===== config.mk =====
export PLATFORM = sky130hd
export DESIGN_NAME = core_local_interrupt_timer_top_flat
export DESIGN_NICKNAME = d
export VERILOG_FILES = /design/src/design/clint_pkg.sv /design/src/design/clint_channels.sv /design/src/design/core_local_interrupt_timer_top.sv /design/src/design/clint_ctrl.sv /design/src/design/clint_dp.sv /design/src/flat_wrapper.sv
export SDC_FILE = /design/constraint.sdc
export NUM_CORES = 2
export LEC_CHECK = 0
export BUFFER_PORTS_ARGS = -buffer_cell sky130_fd_sc_hd__buf_2
export CAP_MARGIN = 10
export CORE_MARGIN = 2
export CORE_UTILIZATION = 40
export DETAILED_ROUTE_END_ITERATION = 7
export GPL_TIMING_DRIVEN = 0
export PLACE_DENSITY_LB_ADDON = 0.3
export SYNTH_ARGS = -nofsm -noshare
export SYNTH_HDL_FRONTEND = slang
export SYNTH_SLANG_ARGS = --single-unit

===== constraint.sdc =====
create_clock -name i_clk -period 5.55 [get_ports i_clk]
set_input_delay 0.2775 -clock i_clk [delete_from_list [all_inputs] [get_ports i_clk]]
set_output_delay 0.2775 -clock i_clk [all_outputs]
set_load 0.05 [all_outputs]

===== src/design/clint_pkg.sv =====
// ----------------------------------------------------------------------------
// clint_pkg
// Shared constants, codes and types of the core-local interrupt timer.
// ----------------------------------------------------------------------------
package clint_pkg;

    // Sizes of the design
    localparam int HARTS_BUILT = 4;
    localparam int HART_W      = (HARTS_BUILT > 1) ? $clog2(HARTS_BUILT) : 1;
    localparam int LINE_W      = 4;

    // Field widths
    localparam int OP_W    = 2;
    localparam int ADDR_W  = 16;
    localparam int DATA_W  = 32;
    localparam int SIZE_W  = 4;
    localparam int PRIV_W  = 2;
    localparam int HARTS_W = 3;
    localparam int TIME_W  = 64;

    // Register map bases
    localparam logic [ADDR_W-1:0] MSOFT_BASE = 16'd0;
    localparam logic [ADDR_W-1:0] MCMP_BASE  = 16'd16384;
    localparam logic [ADDR_W-1:0] SSOFT_BASE = 16'd49152;
    localparam logic [ADDR_W-1:0] SCMP_BASE  = 16'd53248;

    // Operation codes
    localparam logic [OP_W-1:0] OP_TICK  = 2'd0;
    localparam logic [OP_W-1:0] OP_READ  = 2'd1;
    localparam logic [OP_W-1:0] OP_WRITE = 2'd2;

    // Privilege codes
    localparam logic [PRIV_W-1:0] PRIV_SUPER   = 2'd1;
    localparam logic [PRIV_W-1:0] PRIV_MACHINE = 2'd3;

    // Only word accesses are taken
    localparam logic [SIZE_W-1:0] WORD_SIZE = 4'd4;

    // Harts in use after reset
    localparam logic [HARTS_W-1:0] HARTS_RESET = 3'd1;

    // One input word
    typedef struct packed {
        logic [OP_W-1:0]   operation;
        logic [ADDR_W-1:0] address;
        logic [DATA_W-1:0] write_data;
        logic [SIZE_W-1:0] access_size;
        logic [PRIV_W-1:0] privilege;
    } t_item;

    // One result word
    typedef struct packed {
        logic [DATA_W-1:0] read_data;
        logic              access_error;
        logic [TIME_W-1:0] time_now;
        logic [LINE_W-1:0] machine_soft_lines;
        logic [LINE_W-1:0] super_soft_lines;
        logic [LINE_W-1:0] machine_timer_lines;
        logic [LINE_W-1:0] super_timer_lines;
    } t_result;

    // Controller to datapath commands
    typedef struct packed {
        logic load;      // capture the input word
        logic exec;      // decode, access and tick
        logic out_load;  // fill the output register
    } t_dp_cmd;

endpackage


===== src/design/clint_channels.sv =====
// ----------------------------------------------------------------------------
// clint channels
// Valid/ready channel interfaces for input words, result words and the
// hart count register.
// ----------------------------------------------------------------------------
interface clint_in_if;
    logic                            valid;
    logic                            ready;
    logic [clint_pkg::OP_W-1:0]      operation;
    logic [clint_pkg::ADDR_W-1:0]    address;
    logic [clint_pkg::DATA_W-1:0]    write_data;
    logic [clint_pkg::SIZE_W-1:0]    access_size;
    logic [clint_pkg::PRIV_W-1:0]    privilege;

    modport source (output valid, operation, address, write_data, access_size,
                    privilege, input ready);
    modport sink   (input valid, operation, address, write_data, access_size,
                    privilege, output ready);
endinterface

interface clint_out_if;
    logic                            valid;
    logic                            ready;
    logic [clint_pkg::DATA_W-1:0]    read_data;
    logic                            access_error;
    logic [clint_pkg::TIME_W-1:0]    time_now;
    logic [clint_pkg::LINE_W-1:0]    machine_soft_lines;
    logic [clint_pkg::LINE_W-1:0]    super_soft_lines;
    logic [clint_pkg::LINE_W-1:0]    machine_timer_lines;
    logic [clint_pkg::LINE_W-1:0]    super_timer_lines;

    modport source (output valid, read_data, access_error, time_now,
                    machine_soft_lines, super_soft_lines, machine_timer_lines,
                    super_timer_lines, input ready);
    modport sink   (input valid, read_data, access_error, time_now,
                    machine_soft_lines, super_soft_lines, machine_timer_lines,
                    super_timer_lines, output ready);
endinterface

interface clint_cfg_if;
    logic                            valid;
    logic                            ready;
    logic [clint_pkg::HARTS_W-1:0]   harts_in_use;

    modport source (output valid, harts_in_use, input ready);
    modport sink   (input valid, harts_in_use, output ready);
endinterface


===== src/design/core_local_interrupt_timer_top.sv =====
// ----------------------------------------------------------------------------
// core_local_interrupt_timer_top
// Core-local interrupt controller with machine and supervisor timers.
// ----------------------------------------------------------------------------
// Usage:
//   i_in carries one word per access: a time tick, a 32-bit register read
//   or a 32-bit register write. o_out returns one result word for each input
//   word: read data, error flag, the time counter and the per-hart software
//   and timer lines after the word. i_cfg writes the hart count register;
//   write it only while no word is in flight.
// Timing:
//   A word is captured, executed (decode, bank access, tick), then the line
//   compare fills the output register and raises the result valid. The
//   three-step sequencer takes no new word until the last one has left the
//   finish step.
// Reset:
//   Pending bits clear, compares load all ones, time clears, hart count
//   becomes one. The hart count port is always ready.
// Stall:
//   A waiting result sits in the output register while the next word is
//   accepted and executed; that word holds in the finish step until the
//   register is taken.
// ----------------------------------------------------------------------------
module core_local_interrupt_timer_top (
    input  logic        i_clk,
    input  logic        i_rst_n,
    clint_in_if.sink    i_in,
    clint_out_if.source o_out,
    clint_cfg_if.sink   i_cfg
);
    import clint_pkg::*;

    t_dp_cmd cmd;
    t_item   item;
    t_result result;
    logic    in_ready;
    logic    out_valid;

    // Pack the input word
    assign item.operation   = i_in.operation;
    assign item.address     = i_in.address;
    assign item.write_data  = i_in.write_data;
    assign item.access_size = i_in.access_size;
    assign item.privilege   = i_in.privilege;

    clint_ctrl u_ctrl (
        .i_clk       (i_clk),
        .i_rst_n     (i_rst_n),
        .i_in_valid  (i_in.valid),
        .o_in_ready  (in_ready),
        .i_out_ready (o_out.ready),
        .o_out_valid (out_valid),
        .o_cmd       (cmd)
    );

    clint_dp u_dp (
        .i_clk       (i_clk),
        .i_rst_n     (i_rst_n),
        .i_cmd       (cmd),
        .i_item      (item),
        .i_cfg_valid (i_cfg.valid),
        .i_cfg_harts (i_cfg.harts_in_use),
        .o_result    (result)
    );

    // Drive the channels
    assign i_in.ready                = in_ready;
    assign i_cfg.ready               = 1'b1;
    assign o_out.valid               = out_valid;
    assign o_out.read_data           = result.read_data;
    assign o_out.access_error        = result.access_error;
    assign o_out.time_now            = result.time_now;
    assign o_out.machine_soft_lines  = result.machine_soft_lines;
    assign o_out.super_soft_lines    = result.super_soft_lines;
    assign o_out.machine_timer_lines = result.machine_timer_lines;
    assign o_out.super_timer_lines   = result.super_timer_lines;

endmodule


===== src/design/clint_ctrl.sv =====
// ----------------------------------------------------------------------------
// clint_ctrl
// Sequencer: capture a word, run its access, then hand the result to the
// output register.
// ----------------------------------------------------------------------------
module clint_ctrl (
    input  logic               i_clk,
    input  logic               i_rst_n,
    input  logic               i_in_valid,
    output logic               o_in_ready,
    input  logic               i_out_ready,
    output logic               o_out_valid,
    output clint_pkg::t_dp_cmd o_cmd
);
    import clint_pkg::*;

    localparam logic [1:0] S_IDLE   = 2'd0;
    localparam logic [1:0] S_EXEC   = 2'd1;
    localparam logic [1:0] S_FINISH = 2'd2;

    logic [1:0] r_state;
    logic [1:0] n_state;
    logic       r_out_valid;
    logic       n_out_valid;
    logic       out_free;

    assign out_free   = !r_out_valid || i_out_ready;
    assign o_in_ready = (r_state == S_IDLE);

    // Next state and commands
    always_comb begin
        n_state        = r_state;
        o_cmd.load     = 1'b0;
        o_cmd.exec     = 1'b0;
        o_cmd.out_load = 1'b0;
        unique case (r_state)
            S_IDLE: begin
                if (i_in_valid) begin
                    o_cmd.load = 1'b1;
                    n_state    = S_EXEC;
                end
            end
            S_EXEC: begin
                o_cmd.exec = 1'b1;
                n_state    = S_FINISH;
            end
            S_FINISH: begin
                if (out_free) begin
                    o_cmd.out_load = 1'b1;
                    n_state        = S_IDLE;
                end
            end
            default: begin
                n_state = S_IDLE;
            end
        endcase
    end

    // Output word valid: set on load, drop when taken
    always_comb begin
        n_out_valid = r_out_valid;
        if (o_cmd.out_load) begin
            n_out_valid = 1'b1;
        end else if (i_out_ready) begin
            n_out_valid = 1'b0;
        end
    end

    always_ff @(posedge i_clk) begin
        if (!i_rst_n) begin
            r_state     <= S_IDLE;
            r_out_valid <= 1'b0;
        end else begin
            r_state     <= n_state;
            r_out_valid <= n_out_valid;
        end
    end

    assign o_out_valid = r_out_valid;

`ifndef ASSERT_OFF
    a_exec_then_finish: assert property (@(posedge i_clk) disable iff (!i_rst_n)
        (r_state == S_EXEC) |=> (r_state == S_FINISH))
        else $error("exec not followed by finish");

    a_accept_runs: assert property (@(posedge i_clk) disable iff (!i_rst_n)
        (i_in_valid && o_in_ready) |=> o_cmd.exec)
        else $error("accepted word not executed");

    a_valid_from_finish: assert property (@(posedge i_clk) disable iff (!i_rst_n)
        $rose(r_out_valid) |-> ($past(r_state) == S_FINISH))
        else $error("result raised outside finish");

    a_no_overwrite: assert property (@(posedge i_clk) disable iff (!i_rst_n)
        o_cmd.out_load |-> (!r_out_valid || i_out_ready))
        else $error("pending result overwritten");
`endif

endmodule


===== src/design/clint_dp.sv =====
// ----------------------------------------------------------------------------
// clint_dp
// Datapath: register banks, time counter, address decode and the
// interrupt line compare feeding the output register.
// ----------------------------------------------------------------------------
module clint_dp (
    input  logic                            i_clk,
    input  logic                            i_rst_n,
    input  clint_pkg::t_dp_cmd              i_cmd,
    input  clint_pkg::t_item                i_item,
    input  logic                            i_cfg_valid,
    input  logic [clint_pkg::HARTS_W-1:0]   i_cfg_harts,
    output clint_pkg::t_result              o_result
);
    import clint_pkg::*;

    t_item              r_item;
    logic [HARTS_W-1:0] r_harts;
    logic [TIME_W-1:0]  r_time;
    logic [HARTS_BUILT-1:0] r_msp;
    logic [HARTS_BUILT-1:0] r_ssp;
    logic [TIME_W-1:0]  r_mcmp [HARTS_BUILT];
    logic [TIME_W-1:0]  r_scmp [HARTS_BUILT];
    logic [DATA_W-1:0]  r_rdata;
    logic               r_err;
    t_result            r_out;

    logic [HARTS_W-1:0] act_n;
    logic [16:0]        span4;
    logic [16:0]        span8;
    logic               hit_msoft;
    logic               hit_mcmp;
    logic               hit_ssoft;
    logic               hit_scmp;
    logic [ADDR_W-1:0]  off;
    logic [HART_W-1:0]  hart;
    logic               sup;
    logic               cmp;
    logic               upper;
    logic               hit;
    logic               ok;
    logic [TIME_W-1:0]  sel_cmp;
    logic [DATA_W-1:0]  n_rdata;
    logic [LINE_W-1:0]  act_mask;
    logic [LINE_W-1:0]  n_msl;
    logic [LINE_W-1:0]  n_ssl;
    logic [LINE_W-1:0]  n_mtl;
    logic [LINE_W-1:0]  n_stl;

    // Test an address against a bank of span bytes at base
    function automatic logic in_bank(input logic [ADDR_W-1:0] a,
                                     input logic [ADDR_W-1:0] base,
                                     input logic [16:0] span);
        logic [16:0] lim;
        lim     = {1'b0, base} + span;
        in_bank = (a >= base) && ({1'b0, a} < lim);
    endfunction

    // Clamp the hart count to the harts built
    assign act_n = (32'(r_harts) > HARTS_BUILT) ? HARTS_W'(HARTS_BUILT) : r_harts;
    assign span4 = {12'd0, act_n, 2'b00};
    assign span8 = {11'd0, act_n, 3'b000};

    // Decode banks in priority order
    assign hit_msoft = in_bank(r_item.address, MSOFT_BASE, span4);
    assign hit_mcmp  = in_bank(r_item.address, MCMP_BASE, span8);
    assign hit_ssoft = in_bank(r_item.address, SSOFT_BASE, span4);
    assign hit_scmp  = in_bank(r_item.address, SCMP_BASE, span8);

    always_comb begin
        off   = '0;
        sup   = 1'b0;
        cmp   = 1'b0;
        upper = 1'b0;
        hart  = '0;
        hit   = 1'b1;
        if (hit_msoft) begin
            off  = r_item.address - MSOFT_BASE;
            hart = off[HART_W+1:2];
        end else if (hit_mcmp) begin
            off   = r_item.address - MCMP_BASE;
            cmp   = 1'b1;
            upper = off[2];
            hart  = off[HART_W+2:3];
        end else if (hit_ssoft) begin
            off  = r_item.address - SSOFT_BASE;
            sup  = 1'b1;
            hart = off[HART_W+1:2];
        end else if (hit_scmp) begin
            off   = r_item.address - SCMP_BASE;
            sup   = 1'b1;
            cmp   = 1'b1;
            upper = off[2];
            hart  = off[HART_W+2:3];
        end else begin
            hit = 1'b0;
        end
    end

    // Check size, alignment, decode and privilege
    assign ok = (r_item.access_size == WORD_SIZE) && (r_item.address[1:0] == 2'b00)
              && hit && ((r_item.privilege == PRIV_MACHINE)
              || (sup && (r_item.privilege == PRIV_SUPER)));

    // Read mux
    assign sel_cmp = sup ? r_scmp[hart] : r_mcmp[hart];
    always_comb begin
        n_rdata = '0;
        if (ok && (r_item.operation == OP_READ)) begin
            if (!cmp) begin
                n_rdata = {31'd0, sup ? r_ssp[hart] : r_msp[hart]};
            end else begin
                n_rdata = upper ? sel_cmp[63:32] : sel_cmp[31:0];
            end
        end
    end

    // Capture the input word
    always_ff @(posedge i_clk) begin
        if (i_cmd.load) begin
            r_item <= i_item;
        end
    end

    // Hold the hart count register
    always_ff @(posedge i_clk) begin
        if (!i_rst_n) begin
            r_harts <= HARTS_RESET;
        end else if (i_cfg_valid) begin
            r_harts <= i_cfg_harts;
        end
    end

    // Advance time, apply writes
    always_ff @(posedge i_clk) begin
        if (!i_rst_n) begin
            r_time <= '0;
            r_msp  <= '0;
            r_ssp  <= '0;
            for (int i = 0; i < HARTS_BUILT; i++) begin
                r_mcmp[i] <= '1;
                r_scmp[i] <= '1;
            end
        end else if (i_cmd.exec) begin
            if (r_item.operation == OP_TICK) begin
                r_time <= r_time + 64'd1;
            end else if (ok && (r_item.operation == OP_WRITE)) begin
                if (!cmp && sup) begin
                    r_ssp[hart] <= r_item.write_data[0];
                end else if (!cmp) begin
                    r_msp[hart] <= r_item.write_data[0];
                end else if (sup && upper) begin
                    r_scmp[hart][63:32] <= r_item.write_data;
                end else if (sup) begin
                    r_scmp[hart][31:0] <= r_item.write_data;
                end else if (upper) begin
                    r_mcmp[hart][63:32] <= r_item.write_data;
                end else begin
                    r_mcmp[hart][31:0] <= r_item.write_data;
                end
            end
        end
    end

    // Hold the access result
    always_ff @(posedge i_clk) begin
        if (i_cmd.exec) begin
            r_rdata <= n_rdata;
            r_err   <= ((r_item.operation == OP_READ) ||
                        (r_item.operation == OP_WRITE)) && !ok;
        end
    end

    // Compare every hart against the time counter
    for (genvar g = 0; g < LINE_W; g++) begin : g_line
        assign act_mask[g] = (g < 32'(act_n));
        if (g < HARTS_BUILT) begin : g_hart
            assign n_msl[g] = act_mask[g] && r_msp[g];
            assign n_ssl[g] = act_mask[g] && r_ssp[g];
            assign n_mtl[g] = act_mask[g] && (r_mcmp[g] <= r_time);
            assign n_stl[g] = act_mask[g] && (r_scmp[g] <= r_time);
        end else begin : g_none
            assign n_msl[g] = 1'b0;
            assign n_ssl[g] = 1'b0;
            assign n_mtl[g] = 1'b0;
            assign n_stl[g] = 1'b0;
        end
    end

    // Fill the output register
    always_ff @(posedge i_clk) begin
        if (i_cmd.out_load) begin
            r_out.read_data           <= r_rdata;
            r_out.access_error        <= r_err;
            r_out.time_now            <= r_time;
            r_out.machine_soft_lines  <= n_msl;
            r_out.super_soft_lines    <= n_ssl;
            r_out.machine_timer_lines <= n_mtl;
            r_out.super_timer_lines   <= n_stl;
        end
    end

    assign o_result = r_out;

`ifndef ASSERT_OFF
    a_tick_advances: assert property (@(posedge i_clk) disable iff (!i_rst_n)
        (i_cmd.exec && (r_item.operation == OP_TICK))
        |=> (r_time == $past(r_time) + 64'd1))
        else $error("tick did not advance time");

    a_err_zero_data: assert property (@(posedge i_clk) disable iff (!i_rst_n)
        i_cmd.out_load |=> (!r_out.access_error || (r_out.read_data == '0)))
        else $error("rejected access returned data");

    a_idle_lines: assert property (@(posedge i_clk) disable iff (!i_rst_n)
        i_cmd.out_load |=> (((r_out.machine_soft_lines | r_out.super_soft_lines
            | r_out.machine_timer_lines | r_out.super_timer_lines)
            & ~$past(act_mask)) == '0))
        else $error("inactive hart drives a line");
`endif

endmodule

===== src/flat_wrapper.sv =====
// flat-port wrapper written by rule: the top's interface ports become plain ports
module core_local_interrupt_timer_top_flat import clint_pkg::*;
  (i_clk, i_rst_n, i_in_valid, i_in_operation, i_in_address, i_in_write_data, i_in_access_size, i_in_privilege, i_in_ready, o_out_valid, o_out_read_data, o_out_access_error, o_out_time_now, o_out_machine_soft_lines, o_out_super_soft_lines, o_out_machine_timer_lines, o_out_super_timer_lines, o_out_ready, i_cfg_valid, i_cfg_harts_in_use, i_cfg_ready);
  clint_in_if i_in_i ();
  clint_out_if o_out_i ();
  clint_cfg_if i_cfg_i ();
  input  logic i_clk;
  input  logic i_rst_n;
  input wire logic [$bits(i_in_i.valid)-1:0] i_in_valid;
  input wire logic [$bits(i_in_i.operation)-1:0] i_in_operation;
  input wire logic [$bits(i_in_i.address)-1:0] i_in_address;
  input wire logic [$bits(i_in_i.write_data)-1:0] i_in_write_data;
  input wire logic [$bits(i_in_i.access_size)-1:0] i_in_access_size;
  input wire logic [$bits(i_in_i.privilege)-1:0] i_in_privilege;
  output wire logic [$bits(i_in_i.ready)-1:0] i_in_ready;
  output wire logic [$bits(o_out_i.valid)-1:0] o_out_valid;
  output wire logic [$bits(o_out_i.read_data)-1:0] o_out_read_data;
  output wire logic [$bits(o_out_i.access_error)-1:0] o_out_access_error;
  output wire logic [$bits(o_out_i.time_now)-1:0] o_out_time_now;
  output wire logic [$bits(o_out_i.machine_soft_lines)-1:0] o_out_machine_soft_lines;
  output wire logic [$bits(o_out_i.super_soft_lines)-1:0] o_out_super_soft_lines;
  output wire logic [$bits(o_out_i.machine_timer_lines)-1:0] o_out_machine_timer_lines;
  output wire logic [$bits(o_out_i.super_timer_lines)-1:0] o_out_super_timer_lines;
  input wire logic [$bits(o_out_i.ready)-1:0] o_out_ready;
  input wire logic [$bits(i_cfg_i.valid)-1:0] i_cfg_valid;
  input wire logic [$bits(i_cfg_i.harts_in_use)-1:0] i_cfg_harts_in_use;
  output wire logic [$bits(i_cfg_i.ready)-1:0] i_cfg_ready;
  assign i_in_i.valid = i_in_valid;
  assign i_in_i.operation = i_in_operation;
  assign i_in_i.address = i_in_address;
  assign i_in_i.write_data = i_in_write_data;
  assign i_in_i.access_size = i_in_access_size;
  assign i_in_i.privilege = i_in_privilege;
  assign i_in_ready = i_in_i.ready;
  assign o_out_valid = o_out_i.valid;
  assign o_out_read_data = o_out_i.read_data;
  assign o_out_access_error = o_out_i.access_error;
  assign o_out_time_now = o_out_i.time_now;
  assign o_out_machine_soft_lines = o_out_i.machine_soft_lines;
  assign o_out_super_soft_lines = o_out_i.super_soft_lines;
  assign o_out_machine_timer_lines = o_out_i.machine_timer_lines;
  assign o_out_super_timer_lines = o_out_i.super_timer_lines;
  assign o_out_i.ready = o_out_ready;
  assign i_cfg_i.valid = i_cfg_valid;
  assign i_cfg_i.harts_in_use = i_cfg_harts_in_use;
  assign i_cfg_ready = i_cfg_i.ready;
  core_local_interrupt_timer_top u_core (.i_clk(i_clk), .i_rst_n(i_rst_n), .i_in(i_in_i), .o_out(o_out_i), .i_cfg(i_cfg_i));
endmodule

; After elaboration in Yosys (flattened, before gate mapping)
; Memory sizes are Yosys's and may differ from the RTL's.
; Cells that the tools add are included.
[op_classes]
reduce_logical = 47
n_mux = 84
bitwise = 3
n_addsub = 7
eq_ne = 9
n_lt_le_gt_ge = 23
[ops]
columns = operator, count
row1 = $le 64x64->1, 8
row2 = $mux 64, 3
row3 = $reduce_or 64->1, 2
row4 = $add 64x1->64 const B, 1
row5 = $mux 1, 63
row6 = $lt 16x17->1, 2
row7 = $ge 16x16->1 const B, 2
row8 = $mux 32, 1
row9 = $logic_and 1x1->1, 30
row10 = $mux 2, 10
row11 = $add 16x5->17 const A, 1
row12 = $add 16x6->17 const A, 1
row13 = $add 15x6->16 const A, 1
row14 = $ge 16x1->1 const B, 1
row15 = $ge 16x15->1 const B, 1
row16 = $lt 16x16->1, 1
row17 = $lt 16x5->1, 1
row18 = $sub 5x1->5 const B, 2
row19 = $bwmux 4, 2
row20 = $eq 2x1->1 const B, 3
row21 = $eq 2x2->1 const B, 3
row22 = $logic_not 2->1, 3
row23 = $lt 1x3->1 const A, 2
row24 = $lt 2x3->1 const A, 2
row25 = 17 further kinds, 27
[totals]
ff_bits = 280
ramBits = 512
out_inout_bits = 116
n_memories = 2
wordCells = 196
in_bits = 64
[mem_list]
columns = memory, words, word_bits, read_ports, rd_ports_with_merged_regs, wr, line
row1 = u_core.u_dp.r_mcmp, 4, 64, 5, 0, 4, clint_dp.sv:22  ; logic [TIME_W-1:0] r_mcmp [HARTS_BUILT];
row2 = u_core.u_dp.r_scmp, 4, 64, 5, 0, 4, clint_dp.sv:23  ; logic [TIME_W-1:0] r_scmp [HARTS_BUILT];

; Longest topological paths before layout
[depth]
word_depth = 21
ltp_mapped = 15
mapped_depth_nobuf = 11

; Hierarchy
; Synthesis repeated with hierarchy kept, for this count alone.
[hier_totals]
hier_cells = 3771
hier_area_um2 = 43559.3
[by_module_without_submodules]
columns = mod, area_each_um2, instances, cells_per_inst, seq_area_each_um2
row1 = clint_dp, 43401.6, 1, 3755, 22942.0
row2 = clint_ctrl, 146.4, 1, 14, 60.1
row3 = core_local_interrupt_timer_top, 11.3, 1, 2, 0.0

; Least setup slack after synthesis
; OpenSTA, ideal clock, no wires.
[synth_path]
path_kind = flip-flop to flip-flop
from = register u_core.u_ctrl.r_out_valid, in the netlist u_core.u_ctrl.o_out_valid
to = register, netlist name u_core.u_dp.o_result[0]
stages_incl_launch_ff = 3
synth_period_minus_slack_ns = 6.234
n_path_buf = 0
setup_time_ns = 0.599
t_required_ns = 4.951
setup_slack_ns = -0.684
t_arrival_ns = 5.634
cell_sequence = dfxtp_1 > nand2b_1 > nor2b_1
[synth_rtl]
columns = item, line
row1 = "start, declared", clint_ctrl.sv:23  ; logic r_out_valid;
row2 = "start signal, assigned", clint_ctrl.sv:75  ; r_out_valid <= n_out_valid;

; Worst setup path after layout
[layout_path]
from = register u_core.u_dp.r_harts[2]
to = register u_core.u_dp.r_rdata[20] (data pin)
[layout_between]
elab_chain_cells = 14
elab_cells_between_ends = 40
cone_classes = 3 x add/sub / 5 x order compare / 20 x mux / 10 x reduce/logical / 2 x memory
[layout_lines]
columns = item, line
row1 = "start, declared", clint_dp.sv:18  ; logic [HARTS_W-1:0] r_harts;
row2 = "start signal, assigned", clint_dp.sv:130  ; r_harts <= i_cfg_harts;
row3 = $gt 3x3->1, clint_dp.sv:60  ; assign act_n = (32'(r_harts) > HARTS_BUILT) ? HARTS_W'(HARTS_BUILT) : r_harts;
row4 = $mux 3 *, clint_dp.sv:60
row5 = "parallel branches: the longest is 12 deep, another holds $mem_v2 4x64", n/a
row6 = "end signal, assigned", clint_dp.sv:168  ; r_rdata <= n_rdata;
row7 = "end, declared", clint_dp.sv:24  ; logic [DATA_W-1:0] r_rdata;
; Mark *: on every way between the ends.
; A chain may end at the register's enable or synchronous reset.

==> results.md <==
- DP Wirelength: 148 mm
- Internal power summed over all cells: 10.7 mW
- Routing layer with the top usage in global route: met2
- Sequential share of power: 47.8%
- Number of search-and-repair iterations in the first detailed-routing pass: 6
- Cells along the critical path: clkbuf_2, inv_1, nand2_1, ha_1, o21ai_0, o21ai_2, o22a_1, clkbuf_2, clkbuf_1, buf_1, nand2_1, nand3_1, a31oi_1, o22ai_1
- Setup Skew: 0.0272 ns
- Crit path max fanout: 10
- Yosys top cell area share: 48.0%
- Commonest non-fill, non-tap cell in the layout: sky130_fd_sc_hd__edfxtp_1
- GR met3 Demand/Resource: 7.69%
- Combined flip-flop and latch cell area: 23,000 um^2
- Global-route met2 utilization: 48.1%
- Most used cells in the layout excluding fill and tap cells: 714 x sky130_fd_sc_hd__edfxtp_1, 584 x sky130_fd_sc_hd__nand2_1, 520 x sky130_fd_sc_hd__ha_1
- Cell Rows: 122
- Routed length per placed instance: 31.3 um
- Run status: complete, but fails checks
- Fin area: 52,400 um^2
- DIE WIDTH: 338 um
- Clock tree from TritonCTS: yes
- Largest cells by area after synthesis: sky130_fd_sc_hd__edfxtp_1 48%, sky130_fd_sc_hd__ha_1 15%, sky130_fd_sc_hd__nand2_1 4.9%, sky130_fd_sc_hd__dfxtp_1 3.5%, sky130_fd_sc_hd__nand3_1 3.5%
- Biggest cell delay along the critical path: 1.01 ns
- Placed cell area: 48,200 um^2
- Number of top-level pins: 180
- Mean Syn Cell Area: 10.8 um^2
- Number of synthesized flops with an enable pin: 714
- Worst slew margin: 8.16%
- Total area of multi-input combinational cells: 20,800 um^2
- Sw Share: 22.7%
- Sequential cell area fraction in the yosys report: 51.5%
- Nets in the synthesized netlist: 4,727
- Fin crit share: 101%
- Num CTS Buffers: 91
- Met1 Track Usage GR: 44.6%
- Data required time at the worst endpoint: 5.98 ns
- Port bufs: 178
- Final-report setup violation count: 1
- Register bit count reported by yosys: 792
- Detailed-route via count: 36,800
- Clock network fraction of total power: 48.0%
- Buffers from clock root to sink, at most: 3
- Placeable core region: 111,000 um^2
- Total design power: 13.8 mW
- Startpoint types: flop
- Post-Syn Instances: 4,143
- Average vias per placed instance: 6.04
- Area Overhead vs Synth: 17.3%
- Source-to-sink clock delay at the later pin of the worst-skew pair: 0.71 ns
- Startpoint-to-endpoint class of the critical path: reg2reg
- Arrival time reported for the critical path endpoint: 6.02 ns
- Post-synth cell types: 69
- Overflow left after global routing: 0
- Async S/R FF share, synth: 0%
- Category of the worst setup path capture point: flop
- Filler instances: 10,200
- Most used flip-flop cell after synthesis: sky130_fd_sc_hd__edfxtp_1
- Initial drt markers: 5,107
- Pin count of the biggest net entering global routing: 51
- H-tree depth: 3
- Starting density of the core: 40.4%
- Net switching power: 3.13 mW
- Power density relative to cell area: 263 nW/um^2
- Family with the most delay on the worst path: buffers and inverters
- Max IR drop VDD: 0.244 mV
- Number of global-route vias before repair: 34,800
- Dominant cell type by area after synthesis: sky130_fd_sc_hd__edfxtp_1
- Initial antenna violation count: 13
- Tmin final: 5.59 ns
- Combinational Power Share: 4.2%
- Fraction of final layout cells with drive strength greater than 1: 13.6%
- Wire length after detailed routing: 191 mm
- Final Hold Violating Endpoints: 0
- Leak pwr: 17.7 nW
- Max Cap Violations: 0
- Warnings, synthesis: 0
- Final count of pins violating max slew: 0
- Unrepaired setup endpoints after global routing: no
- Worst-Margin Slew: 1.38 ns
- Clk sink count: 792
- Antenna violation net count after detailed routing: 0
- Violations in the final reports: negative setup slack
- Placer's final routability congestion estimate: 1.02
- All-Layer GR Usage: 32.6%
- Bufs and invs on worst path: 5
- Fraction of the core area covered by cells at the end of the flow: 47.3%
- Net count reported at finish: 5,109
- Highest achievable clock rate: 0.179 GHz
- First-pass GRT wire length: 263 mm
- Full die area: 114,000 um^2
- DRC viols: 0
- Cell area after technology mapping: 44,700 um^2
- Y dimension of the die: 338 um
- Clock slew at the register clock pins of the worst setup and hold paths: 0.06 ns
- HP Class: in2reg
- Final worst setup slack: -0.0415 ns
- Critical-path cell with the highest stage delay: sky130_fd_sc_hd__buf_1
- Root Buffer: sky130_fd_sc_hd__clkbuf_16
==> layer usage <==
metal  vias up  share of wire, %  wire, um
met5         -             0.051        98
met2      2312                42     80100
met3       438                11     21800
li1      16100                 -         -
met4        14               5.8     11100
met1     18000                41     77900
==> final timing paths <==
kind,start,end,slack [ns],cells after the start
min reg2reg,u_core.u_dp.r_rdata[15],u_core.u_dp.o_result[96],0.41,0
min,i_rst_n,u_core.u_dp.r_scmp[0][63],0.26,2
max,u_core.u_dp.r_harts[2],u_core.u_dp.r_rdata[20],-0.04,14
max reg2reg,u_core.u_dp.r_harts[2],u_core.u_dp.r_rdata[20],-0.04,14
==> power by group through the flow <==
stage | Combinational [mW] | Clock [mW] | Sequential (mW)
after floorplan | 0.184 | 0 | 6.76
after global placement | 0.460 | 0 | 6.75
after detailed placement | 0.523 | 0 | 6.73
after CTS | 0.566 | 6.64 | 6.60
after global routing | 0.594 | 6.86 | 6.60
final | 0.575 | 6.62 | 6.60
==> cells by family (layout without fill, tap and decap cells) <==
group | after synthesis | after routing | share of synthesized area (%)
simple gates | 1883 | 1883 | 21.5
flops | 792 | 792 | 51.5
compound gates | 582 | 582 | 8.43
fa+ha+maj | 520 | 520 | 14.6
buf+inv | 292 | 753 | 2.52
xor+xnor | 56 | 56 | 1.10
mux | 17 | 17 | 0.384
other cells | 1 | 6 | 0.00839
==> Yosys cell counts (all sizes together), types with 4 or more instances <==
| master | count |
|---|---|
| a2111oi | 7 |
| a211o | 5 |
| a211oi | 23 |
| a21o | 114 |
| a21oi | 129 |
| a221o | 5 |
| a221oi | 6 |
| a31oi | 74 |
| and2 | 13 |
| and3 | 73 |
| and4 | 15 |
| buf | 38 |
| clkbuf | 170 |
| dfxtp | 78 |
| edfxtp | 714 |
| ha | 520 |
| inv | 84 |
| mux2i | 16 |
| nand2 | 589 |
| nand2b | 243 |
| nand3 | 311 |
| nand4 | 116 |
| nor2 | 143 |
| nor2b | 42 |
| nor3 | 55 |
| nor4 | 24 |
| nor4b | 4 |
| o211ai | 20 |
| o21a | 18 |
| o21ai | 106 |
| o22ai | 36 |
| o31a | 4 |
| o31ai | 8 |
| or2 | 167 |
| or3 | 78 |
| or4 | 7 |
| xnor2 | 55 |
==> worst reg2reg max path: cells and delay by family, from the launching register on <==
kind,cells,cell delay (ns)
AO/OA/AOI/OAI,5,1.37
adder cells (fa/ha/maj),1,0.31
buffers and inverters,5,2.90
flip-flops,1,0.32
AND/OR/NAND/NOR,3,0.44
==> per-stage QoR <==
step           std cells  hold slack (ns)  setup slack [ns]  TNS [ns]
6_report            6097            0.260           -0.0415   -0.0415
3_3_place_gp        5809            0.403             -5.12  -3006.24
3_5_place_dp        5842            0.405             -1.32   -395.28
4_1_cts             6085            0.248           0.00180         0
2_1_floorplan       4143            0.376           -0.0704     -4.51
5_1_grt             6092            0.266            0.0147         0
==> timing repair <==
item                       4_1_cts  5_1_grt
setup endpoints to repair      661      291
hold buffers                    64        0
setup buffers                    7        7
pin swaps                        5        3
hold endpoints to repair        61        0
gates resized for setup         26       18
==> registers in the layout, indices dropped and copies added, names as in the netlist <==
signal and count:
u_core.u_dp.r_mcmp 256, u_core.u_dp.r_scmp 256, u_core.u_dp.o_result 113, u_core.u_dp.r_time 64
u_core.u_dp.r_item 56, u_core.u_dp.r_rdata 32, u_core.u_dp.r_msp 4, u_core.u_dp.r_ssp 4
u_core.u_dp.r_harts 3, u_core.u_ctrl.r_state 2, u_core.u_ctrl.o_out_valid 1, u_core.u_dp.r_err 1
==> final cells by class <==
type,count,area share (%)
Multi-Input combinational cell,3059,39.7
Tap cell,1488,3.55
Clock buffer,128,5.00
Clock inverter,44,1.19
Timing Repair Buffer,289,4.40
Buffer,208,1.63
Antenna cell,5,0.0239
Inverter,84,0.602
Sequential cell,792,43.9
(Power assumes the default switching activity.)
